==> src/rtl/core/rlpd_pkg.sv <==
// Shared types and constants for the red line pixel detector.
`default_nettype none
package rlpd_pkg;

    localparam int C_CHAN_W      = 8;
    localparam int C_DEN_W       = C_CHAN_W + 1;
    localparam int C_PROD_W      = C_CHAN_W + C_DEN_W;
    localparam int C_SCALED_W    = C_PROD_W + 3;
    localparam int C_OUT_CNT_W   = 32;
    localparam logic [C_CHAN_W-1:0] C_FLOOR_RESET = 8'd100;

    localparam logic ACT_FIND  = 1'b0;
    localparam logic ACT_COUNT = 1'b1;

    typedef struct packed {
        logic [C_CHAN_W-1:0] blue;
        logic [C_CHAN_W-1:0] green;
        logic [C_CHAN_W-1:0] red;
    } t_pixel;

    typedef struct packed {
        logic   action;
        t_pixel pix;
    } t_item;

endpackage
`default_nettype wire

==> src/rtl/core/rlpd_match.sv <==
// Redness compare logic: decides whether a pixel becomes best or is counted.
`default_nettype none
module rlpd_match (
    input  wire rlpd_pkg::t_item                     i_item,
    input  wire rlpd_pkg::t_pixel                    i_best,
    input  wire logic [rlpd_pkg::C_CHAN_W-1:0]       i_red_floor,
    output logic                                     o_hit
);
    import rlpd_pkg::*;

    logic [C_DEN_W-1:0]    own_den;
    logic [C_DEN_W-1:0]    top_den;
    logic [C_PROD_W-1:0]   prod_own;
    logic [C_PROD_W-1:0]   prod_top;
    logic [C_SCALED_W-1:0] scaled_own;
    logic [C_SCALED_W-1:0] scaled_top;
    logic [C_CHAN_W+2:0]   red5;
    logic [C_CHAN_W+2:0]   top_red4;
    logic                  find_hit;
    logic                  count_hit;

    // own_den = g + b + 1, top_den = best g + best b + 1
    assign own_den = C_DEN_W'(i_item.pix.green) + C_DEN_W'(i_item.pix.blue) + C_DEN_W'(1);
    assign top_den = C_DEN_W'(i_best.green) + C_DEN_W'(i_best.blue) + C_DEN_W'(1);

    assign prod_own = C_PROD_W'(i_item.pix.red) * C_PROD_W'(top_den);
    assign prod_top = C_PROD_W'(i_best.red) * C_PROD_W'(own_den);

    // 5*x as shift-add, 2*x as shift
    assign scaled_own = C_SCALED_W'({prod_own, 2'b00}) + C_SCALED_W'(prod_own);
    assign scaled_top = C_SCALED_W'({prod_top, 1'b0});

    assign red5     = (C_CHAN_W+3)'({i_item.pix.red, 2'b00}) + (C_CHAN_W+3)'(i_item.pix.red);
    assign top_red4 = (C_CHAN_W+3)'({i_best.red, 2'b00});

    assign find_hit  = (i_item.pix.red > i_red_floor) && (prod_own > prod_top);
    assign count_hit = (scaled_own > scaled_top) && (red5 > top_red4);

    always_comb begin
        case (i_item.action)
            ACT_FIND:  o_hit = find_hit;
            ACT_COUNT: o_hit = count_hit;
            default:   o_hit = 1'b0;
        endcase
    end

endmodule
`default_nettype wire

==> src/rtl/core/red_line_pixel_detector_unit.sv <==
// Top level of the red line pixel detector: input register, compare, state and result register.
`default_nettype none
// One pixel per cycle while the output is not stalled. A pixel passes through
// the input register and then the compare-and-update stage that loads the best pixel,
// the hit counter and the result register at the same edge. A find transfer
// (action 0) replaces the best pixel when red exceeds red_floor and its redness
// 2r/(g+b+1) is strictly higher; a count transfer (action 1) bumps a saturating
// COUNT_WIDTH-bit counter when redness exceeds 0.4x and red exceeds 0.8x the
// best pixel's. Each transfer returns one result carrying the match flag, the
// low 32 bits of the counter and the best pixel after that transfer. red_floor resets
// to 100 and must be written only while the unit is idle; the unit does not enforce it.
module red_line_pixel_detector_unit #(
    parameter int COUNT_WIDTH = 32
) (
    input  wire logic                           i_clk,
    input  wire logic                           i_rst_n,

    input  wire logic                           i_cfg_we,
    input  wire logic [rlpd_pkg::C_CHAN_W-1:0]  i_cfg_data,

    input  wire logic                           i_in_valid,
    output logic                                o_in_stall,
    input  wire logic                           i_action,
    input  wire logic [rlpd_pkg::C_CHAN_W-1:0]  i_blue,
    input  wire logic [rlpd_pkg::C_CHAN_W-1:0]  i_green,
    input  wire logic [rlpd_pkg::C_CHAN_W-1:0]  i_red,

    output logic                                o_out_valid,
    input  wire logic                           i_out_stall,
    output logic                                o_pixel_matched,
    output logic [rlpd_pkg::C_OUT_CNT_W-1:0]    o_line_pixel_count,
    output logic [rlpd_pkg::C_CHAN_W-1:0]       o_best_blue,
    output logic [rlpd_pkg::C_CHAN_W-1:0]       o_best_green,
    output logic [rlpd_pkg::C_CHAN_W-1:0]       o_best_red
);
    import rlpd_pkg::*;

    logic [C_CHAN_W-1:0]    r_red_floor;
    logic                   r_in_valid;
    t_item                  r_item;
    logic                   r_out_valid;
    logic                   r_hit;
    t_pixel                 r_best;
    logic [COUNT_WIDTH-1:0] r_count;

    logic                   adv_out;
    logic                   take_in;
    logic                   hit;
    t_item                  n_item;

    assign adv_out    = !r_out_valid || !i_out_stall;
    assign o_in_stall = r_in_valid && !adv_out;
    assign take_in    = i_in_valid && !o_in_stall;

    assign n_item.action    = i_action;
    assign n_item.pix.blue  = i_blue;
    assign n_item.pix.green = i_green;
    assign n_item.pix.red   = i_red;

    rlpd_match u_match (
        .i_item      (r_item),
        .i_best      (r_best),
        .i_red_floor (r_red_floor),
        .o_hit       (hit)
    );

    always_ff @(posedge i_clk) begin
        if (!i_rst_n) begin
            r_red_floor <= C_FLOOR_RESET;
        end else if (i_cfg_we) begin
            r_red_floor <= i_cfg_data;
        end
    end

    always_ff @(posedge i_clk) begin
        if (!i_rst_n) begin
            r_in_valid <= 1'b0;
        end else if (!o_in_stall) begin
            r_in_valid <= i_in_valid;
        end
    end

    always_ff @(posedge i_clk) begin
        if (take_in) begin
            r_item <= n_item;
        end
    end

    // state and result load together, so outputs read state directly
    always_ff @(posedge i_clk) begin
        if (!i_rst_n) begin
            r_out_valid <= 1'b0;
            r_hit       <= 1'b0;
            r_best      <= '0;
            r_count     <= '0;
        end else if (adv_out) begin
            r_out_valid <= r_in_valid;
            if (r_in_valid) begin
                r_hit <= hit;
                if (hit && r_item.action == ACT_FIND) begin
                    r_best <= r_item.pix;
                end
                if (hit && r_item.action == ACT_COUNT && r_count != '1) begin
                    r_count <= r_count + COUNT_WIDTH'(1);
                end
            end
        end
    end

    assign o_out_valid     = r_out_valid;
    assign o_pixel_matched = r_hit;
    assign o_best_blue     = r_best.blue;
    assign o_best_green    = r_best.green;
    assign o_best_red      = r_best.red;

    generate
        if (COUNT_WIDTH >= C_OUT_CNT_W) begin : g_cnt_trunc
            assign o_line_pixel_count = r_count[C_OUT_CNT_W-1:0];
        end else begin : g_cnt_ext
            assign o_line_pixel_count = {{(C_OUT_CNT_W-COUNT_WIDTH){1'b0}}, r_count};
        end
    endgenerate

endmodule
`default_nettype wire
==> config.mk <==
export PLATFORM = sky130hd
export DESIGN_NAME = red_line_pixel_detector_unit
export DESIGN_NICKNAME = d
export VERILOG_FILES = /design/src/rtl/core/rlpd_pkg.sv /design/src/rtl/core/rlpd_match.sv /design/src/rtl/core/red_line_pixel_detector_unit.sv
export SDC_FILE = /design/constraint.sdc
export NUM_CORES = 1
export LEC_CHECK = 0
export ABC_CLOCK_PERIOD_IN_PS = 9900
export BUFFER_PORTS_ARGS = -buffer_cell sky130_fd_sc_hd__buf_2
export CAP_MARGIN = 0
export CORE_MARGIN = 3
export CORE_UTILIZATION = 39
export CTS_CLUSTER_DIAMETER = 120
export CTS_CLUSTER_SIZE = 12
export DETAILED_ROUTE_END_ITERATION = 10
export PLACE_DENSITY = 0.62
export SKIP_CTS_REPAIR_TIMING = 1
export SKIP_LAST_GASP = 1
export SYNTH_ARGS = -nofsm -noshare
export SYNTH_HDL_FRONTEND = slang
export SYNTH_SLANG_ARGS = --single-unit
==> constraint.sdc <==
create_clock -name i_clk -period 9.9 [get_ports i_clk]
set_input_delay 1.485 -clock i_clk [delete_from_list [all_inputs] [get_ports i_clk]]
set_output_delay 1.485 -clock i_clk [all_outputs]
set_load 0.02 [all_outputs]
==> metrics.md, run 1 <==
| Metric | Value |
|---|---|
| Status | completed |
| Fin crit period | 9.37 ns |
| Skew-Pair Late Insertion Delay | 0.35 ns |
| Area share of fa/ha/maj cells after synthesis | 34.2% |
| Critical path's slowest cell | or4_1 |
| Synthesized area | 11000 um2 |
| # clock sinks | 92 |
| Largest family of logic cells by synthesized area | adder cells |
| Mapped Cells | 1257 |
| Setup ws final | 0.525 ns |
| Pwr Total | 1.90 mW |
| 1st-iter DRT viols | 448 |
| Max-Cap Viols | 0 |
| Initial Util | 40.1% |
| CTS tree | yes |
| Hold crit path type | flop to flop |
| Initial antenna violation count | 0 |
| Worst hold start | o_line_pixel_count[14] |
| Ys Warns | 0 |
| GPL Wtd Cong | 0.874 |
| Placed cell area | 11900 um2 |
| Met3 routed WL | 970 um |
| WL per Instance | 15.6 um |
| Compound-gate portion of the synthesized area | 14.8% |
| Pleak | 5.95 nW |
| Ant. Diodes | 0 |
| Clock buffer depth | 2 |
| Worst r2r path cells | 42 |
| Simple-gate share of the synthesized area | 19.4% |
| Xor/xnor share of the synthesized area | 4.38% |
| P per Cell Area | 154 nW/um2 |
| Reg2reg end | o_line_pixel_count[19] |
| Hold slack final | 0.476 ns |
| Die W | 174 um |
| Vias/cell | 5.21 |
| Share of cells above drive strength 1 | 11.9% |
| Routed Antenna Nets | 0 |
| Final hold violations | 0 |
| Multiplexer share of the synthesized area | 1.30% |
| CP required | 10.16 ns |
| Post-synthesis sequential area ratio | 19.1% |
| Number of global-route vias before repair | 8815 |
| Synth async-reset ratio | 0% |
| Reg-to-reg slack, setup | 0.53 ns |
| Overall routed net length | 26800 um |
| Least-Margin Pin Slew | 1.17 ns |
| FMAX | 107 MHz |
| Largest net degree at the start of global routing | 71 |
| Root buffer cell | clkbuf_16 |
| Total iterations of the first detailed-routing run | 4 |
| Worst VDD drop | 0.000173 V |
| Fill count | 2724 |
| Total grt overflow | 0 |
| Hold Path Depth | 2 |
| Most used cell along the critical path | fa_1 |
| Number of synthesized flops with an enable pin | 25 |
| Final Cycle Share | 94.7% |
| Cell variety after synth | 64 |
| Largest stage delay, worst path | 0.56 ns |
| IO Port Bufs | 96 |
| H-tree Lvls | 3 |
| CP max FO | 42 |
| First-pass GRT wire length | 44600 um |
| Worst EP arrival | 9.64 ns |
| Overall Global Routing Usage | 17.8% |
| DP Wirelength | 21600 um |
| Final setup fails | 0 |
| Area of the core | 27300 um2 |
| CP endpoint kind | flop |
| Pre-CTS setup slack | -0.0180 ns |
| Clock Skews | 0.00818 ns |
| Die Area | 30200 um2 |
| Max_slew headroom | 22.0% |
| TNS Setup | 0 ns |
| Drt drc | 0 |
| Area Growth Syn to Fin | 12.4% |
| Syn nets | 1542 |
| Die Y-Extent | 174 um |
| Mean Syn Cell Area | 8.73 um2 |
| Clock buffer count from CTS | 9 |
| #FFs+latches synth | 92 |
| Worst r2r src | o_best_blue[0] |
| Startpoint types | flop |
| Clock transition at path regs | 0.07 ns |
| Met1 wire length | 13100 um |
| WL met2 | 12300 um |
| Layout Nets | 1630 |
| Design Area, Final | 12300 um2 |
| Max-slew violations | 0 |
| IO Pins | 97 |
| Top FF cell, synth | dfxtp_1 |
| Row count | 60 |
| Routed vias | 8968 |
| Critical path class | flop to flop |
| WHS Endpoint | o_line_pixel_count[14] |
| Top Metal Used | met4 |
-- layout by cell type (no fill, tap or decap), types with 25 or more instances in the layout --
cell,netlist,routed
dfxtp_1,67,66
fa_1,88,88
nor2b_1,27,26
inv_1,154,153
xnor2_1,35,31
o21ai_0,47,46
nand2_1,117,117
buf_2,5,96
edfxtp_1,25,25
nor2_1,44,42
nand2b_1,25,25
a21oi_1,64,61
nand3_1,51,51
ha_1,159,158
and2_1,68,68
a21o_1,28,28
-- synthesized netlist by cell type (13+ instances only) --
| master | number | area [um2] |
|---|---|---|
| nand3_1 | 51 | 255 |
| o21ai_0 | 47 | 235 |
| clkbuf_1 | 29 | 109 |
| edfxtp_1 | 25 | 751 |
| dfxtp_1 | 67 | 1340 |
| xor2_1 | 18 | 158 |
| a21oi_1 | 64 | 320 |
| o31ai_1 | 20 | 150 |
| and3_1 | 15 | 93.8 |
| or4_1 | 17 | 128 |
| and2_1 | 68 | 425 |
| fa_1 | 88 | 1760 |
| nor2b_1 | 27 | 169 |
| inv_1 | 154 | 578 |
| nor2_1 | 44 | 165 |
| a21o_1 | 28 | 210 |
| nand4_1 | 13 | 81.3 |
| nand2_1 | 117 | 439 |
| o21a_1 | 15 | 113 |
| nand2b_1 | 25 | 156 |
| ha_1 | 159 | 1990 |
| xnor2_1 | 35 | 307 |
-- flip-flops by register name, indices dropped and copies added (netlist names) --
name                cells
o_line_pixel_count     32
r_item                 25
o_best_blue             8
o_best_green            8
o_best_red              8
r_red_floor             8
o_out_valid             1
o_pixel_matched         1
r_in_valid              1
-- area by class of cell --
| class | instances | area (um2) | area share, % |
|---|---|---|---|
| Clock buffer | 10 | 229 | 1.86 |
| Clock inverter | 6 | 63.8 | 0.517 |
| Timing Repair Buffer | 116 | 643 | 5.21 |
| Sequential cell | 92 | 2090 | 17.0 |
| Inverter | 154 | 578 | 4.69 |
| Tap cell | 372 | 465 | 3.77 |
| Multi-Input combinational cell | 972 | 8260 | 67.0 |
-- worst max path at each step --
stage | slack (ns) | from | to | depth (start not counted)
CTS | -0.05 | o_best_blue[0] | o_line_pixel_count[17] | 42
finish | 0.53 | o_best_blue[0] | o_line_pixel_count[19] | 42
floorplan | 0.82 | o_best_blue[0] | o_line_pixel_count[29] | 41
global route | -0.02 | o_best_blue[0] | o_line_pixel_count[9] | 41
detailed placement | -0.02 | o_best_blue[0] | o_line_pixel_count[7] | 42
global placement | 0.17 | o_best_blue[0] | o_line_pixel_count[23] | 42
-- critical path, delay by kind of cell (launching register included) --
| family | cells | cell delay (ns) |
|---|---|---|
| xor+xnor | 3 | 0.52 |
| compound gates | 17 | 2.90 |
| fa+ha+maj | 9 | 3.47 |
| simple gates | 8 | 1.64 |
| flops | 1 | 0.32 |
| buf+inv | 5 | 0.41 |
-- logic make-up after synthesis --
kind of cell | after synthesis
and+or+nand+nor | 411
adders and majority gates | 247
AOI/OAI and AO/OA | 246
buffers and inverters | 193
DFF | 92
xor gates and xnor gates | 54
muxes | 14
-- routing by layer --
layer	global-route usage (%)	vias up
met5	0	-
met1	25.3	4305
met3	2.21	21
met2	28.8	139
li1	-	4503
met4	4.09	0
-- where the power goes --
group,internal [mW],switching (mW),leakage (nW)
registers,0.402,0.0228,0.787
logic,0.494,0.634,5.02
clock network,0.196,0.150,0.140
total,1.09,0.806,5.95
-- stage by stage --
step / util [%] / cells
floorplan: - / 1257
global placement: 43.4 / 1699
detailed placement: 43.4 / 1699
CTS: 44.5 / 1715
global route: 45.1 / 1722
finish: 45.1 / 1722
No activity file was read; power rests on OpenSTA's default activity.
==> inputs of run 2 (changes only) <==
- ABC_CLOCK_PERIOD_IN_PS: 9900 -> 11300
- CELL_PAD_IN_SITES_DETAIL_PLACEMENT: not set -> 0
- CELL_PAD_IN_SITES_GLOBAL_PLACEMENT: not set -> 1
- CORE_MARGIN: 3 -> not set
- PLACE_DENSITY: 0.62 -> 0.76
- clock period: 9.9 -> 11.3 ns (I/O delays scaled with it)
==> run 2 against run 1 <==
  * Count of clock-buffer cells in the layout stayed put
  * Register-to-register slack better by 0.53 ns
  * First-iteration DRC count is 5.8% lower
  * Worst setup slack better by 0.53 ns
  * Largest cell class unchanged
==> metrics.md, run 2 (synthesis gave the netlist of run 1 again) <==
| Metric | Value |
|---|---|
| Placed cell area | 11800 um2 (-0.49%) |
| Overall Global Routing Usage | 19.2% (+1.5 points) |
| Seq. cell area | 2090 um2 (about the same) |
| 1st-iter DRT viols | 422 (-5.8%) |
| Max-slew violations | 0 (unchanged) |
| Skew-Pair Late Insertion Delay | 0.35 ns (about the same) |
| Worst VDD drop | 0.000113 V (-35%) |
| Max reg flops | 32 (unchanged) |
| Final hold violations | 0 (unchanged) |
| Fill count | 2763 (+1.4%) |
| H-tree Lvls | 3 (unchanged) |
| Cells after DPL | 1698 (-0.059%) |
| Worst EP arrival | 10.47 ns (+0.83 ns) |
| Clock transition at path regs | 0.07 ns (about the same) |
| Clock buffer count from CTS | 9 (unchanged) |
| Setup ws final | 1.06 ns (+0.532 ns) |
| Overall routed net length | 26900 um (+0.53%) |
| Final std cells w/o fill | 1714 (-0.46%) |
| Routed Antenna Nets | 0 (unchanged) |
| Max-Cap Viols | 0 (unchanged) |
| Max_slew headroom | 23.7% (+1.7 points) |
| Most frequent cells in the layout | 159 x ha_1, 154 x inv_1, 117 x nand2_1, 96 x buf_2, 88 x fa_1 |
| Die W | 170 um (-2.3%) |
| Worst Path Buf+Inv | 7 (+2) |
| Share of cells above drive strength 1 | 9.81% (-2.1 points) |
| Design Area, Final | 12100 um2 (-1.8%) |
| Pre-CTS setup slack | 0.934 ns (+0.952 ns) |
| Commonest non-fill, non-tap cell in the layout | ha_1 |
| # clock sinks | 92 (unchanged) |
| Number of global-route vias before repair | 8542 (-3.1%) |
| Row count | 61 (+1.7%) |
| Initial antenna violation count | 0 (unchanged) |
| Routed vias | 8863 (-1.2%) |
| Final Cycle Share | 90.6% (-4.1 points) |
| Initial Util | 39.6% (-0.55 points) |
| Footprint of the multi-input gates | 8150 um2 (-1.4%) |
| Total iterations of the first detailed-routing run | 5 (+1) |
| Root buffer cell | clkbuf_16 |
| Final setup fails | 0 (unchanged) |
| Status | completed |
| Clock Skews | 0.00917 ns (+0.000991 ns) |
| Reg2reg end | o_line_pixel_count[25] |
| Area Growth Syn to Fin | 10.4% |
| Worst r2r src | o_best_blue[0] |
| CP endpoint kind | flop |
| CTS tree | yes |
| Util after Layout | 43.7% (-1.4 points) |
| WL per Instance | 15.7 um (+1.0%) |
| P per Cell Area | 135 nW/um2 (-13%) |
| TNS Setup | 0 ns (unchanged) |
| IO Port Bufs | 96 (unchanged) |
| Hold Path Depth | 2 (unchanged) |
| DP Wirelength | 21800 um (+0.73%) |
| Pwr Total | 1.63 mW (-14%) |
| Worst r2r path cells | 39 (-7.1%) |
| Total grt overflow | 0 (unchanged) |
| Critical path class | flop to flop |
| Least-Margin Pin Slew | 1.14 ns (-0.0258 ns) |
| Area of the core | 27700 um2 (+1.4%) |
| Worst hold start | o_line_pixel_count[14] |
| CP required | 11.53 ns (+1.37 ns) |
| Ant. Diodes | 0 (unchanged) |
| CP max FO | 36 (-14%) |
| GPL Wtd Cong | 0.835 (-4.5%) |
| IO Pins | 97 (unchanged) |
| Clock buffer depth | 2 (unchanged) |
| Unrepaired setup endpoints after global routing | false |
| Pleak | 5.83 nW (-1.9%) |
| Largest net degree at the start of global routing | 71 (unchanged) |
| Reg-to-reg slack, setup | 1.06 ns (+0.53 ns) |
| First-pass GRT wire length | 44300 um (-0.67%) |
| Drt drc | 0 (unchanged) |
| Vias/cell | 5.17 (-0.71%) |
| Largest stage delay, worst path | 0.54 ns (-0.02 ns) |
| Hold slack final | 0.478 ns (+0.00180 ns) |
| Fin crit period | 10.24 ns (+0.868 ns) |
| Startpoint types | flop |
| Die Y-Extent | 170 um (-2.3%) |
| Hold crit path type | flop to flop |
| Critical path's slowest cell | fa_1 |
| Delay-heaviest family, CP | compound AO/OA/AOI/OAI gates |
| Die Area | 28800 um2 (-4.6%) |
| Most used cell along the critical path | inv_1 |
| WHS Endpoint | o_line_pixel_count[14] |
| FMAX | 97.6 MHz (-8.5%) |
| Layout Nets | 1616 (-0.86%) |
-- run 2: area by class of cell --
class / instances / area share, %
Sequential cell: 92 / 17.3
Clock buffer: 10 / 1.97
Multi-Input combinational cell: 972 / 67.2
Inverter: 154 / 4.77
Timing Repair Buffer: 102 / 4.34
Clock inverter: 6 / 0.516
Tap cell: 378 / 3.90
-- run 2: power by group --
group          total (mW)  internal (mW)  switching [mW]
Combinational       0.946          0.404           0.542
Clock               0.312          0.177           0.135
Sequential          0.372          0.352          0.0195
Total                1.63          0.934           0.697
-- run 2: worst max-delay path by stage --
stage / start / endpoint / slack, ns / depth (start not counted)
2_1_floorplan: o_best_blue[0] / o_line_pixel_count[29] / 2.22 / 41
3_3_place_gp: o_best_blue[0] / o_line_pixel_count[27] / 1.0 / 39
3_5_place_dp: o_best_blue[0] / o_line_pixel_count[7] / 0.93 / 42
4_1_cts: o_best_blue[0] / o_line_pixel_count[19] / 0.90 / 42
5_1_grt: o_best_blue[0] / o_line_pixel_count[28] / 0.25 / 42
6_report: o_best_blue[0] / o_line_pixel_count[25] / 1.06 / 39
-- run 2: worst min-delay path, cell delays in order, from the launching register on --
cell and delay, ns:
dfxtp_1 0.32, nand2_1 0.06, mux2i_1 0.06
-- run 2: per-layer routing --
metal / global-route usage (%) / wire, um / vias up / share of wire [%]
met5: 0 / 0 / - / 0
met3: 2.59 / 967 / 24 / 3.6
li1: - / - / 4468 / -
met1: 27.0 / 13400 / 4214 / 50
met4: 4.43 / 427 / 0 / 1.6
met2: 31.1 / 12100 / 157 / 45
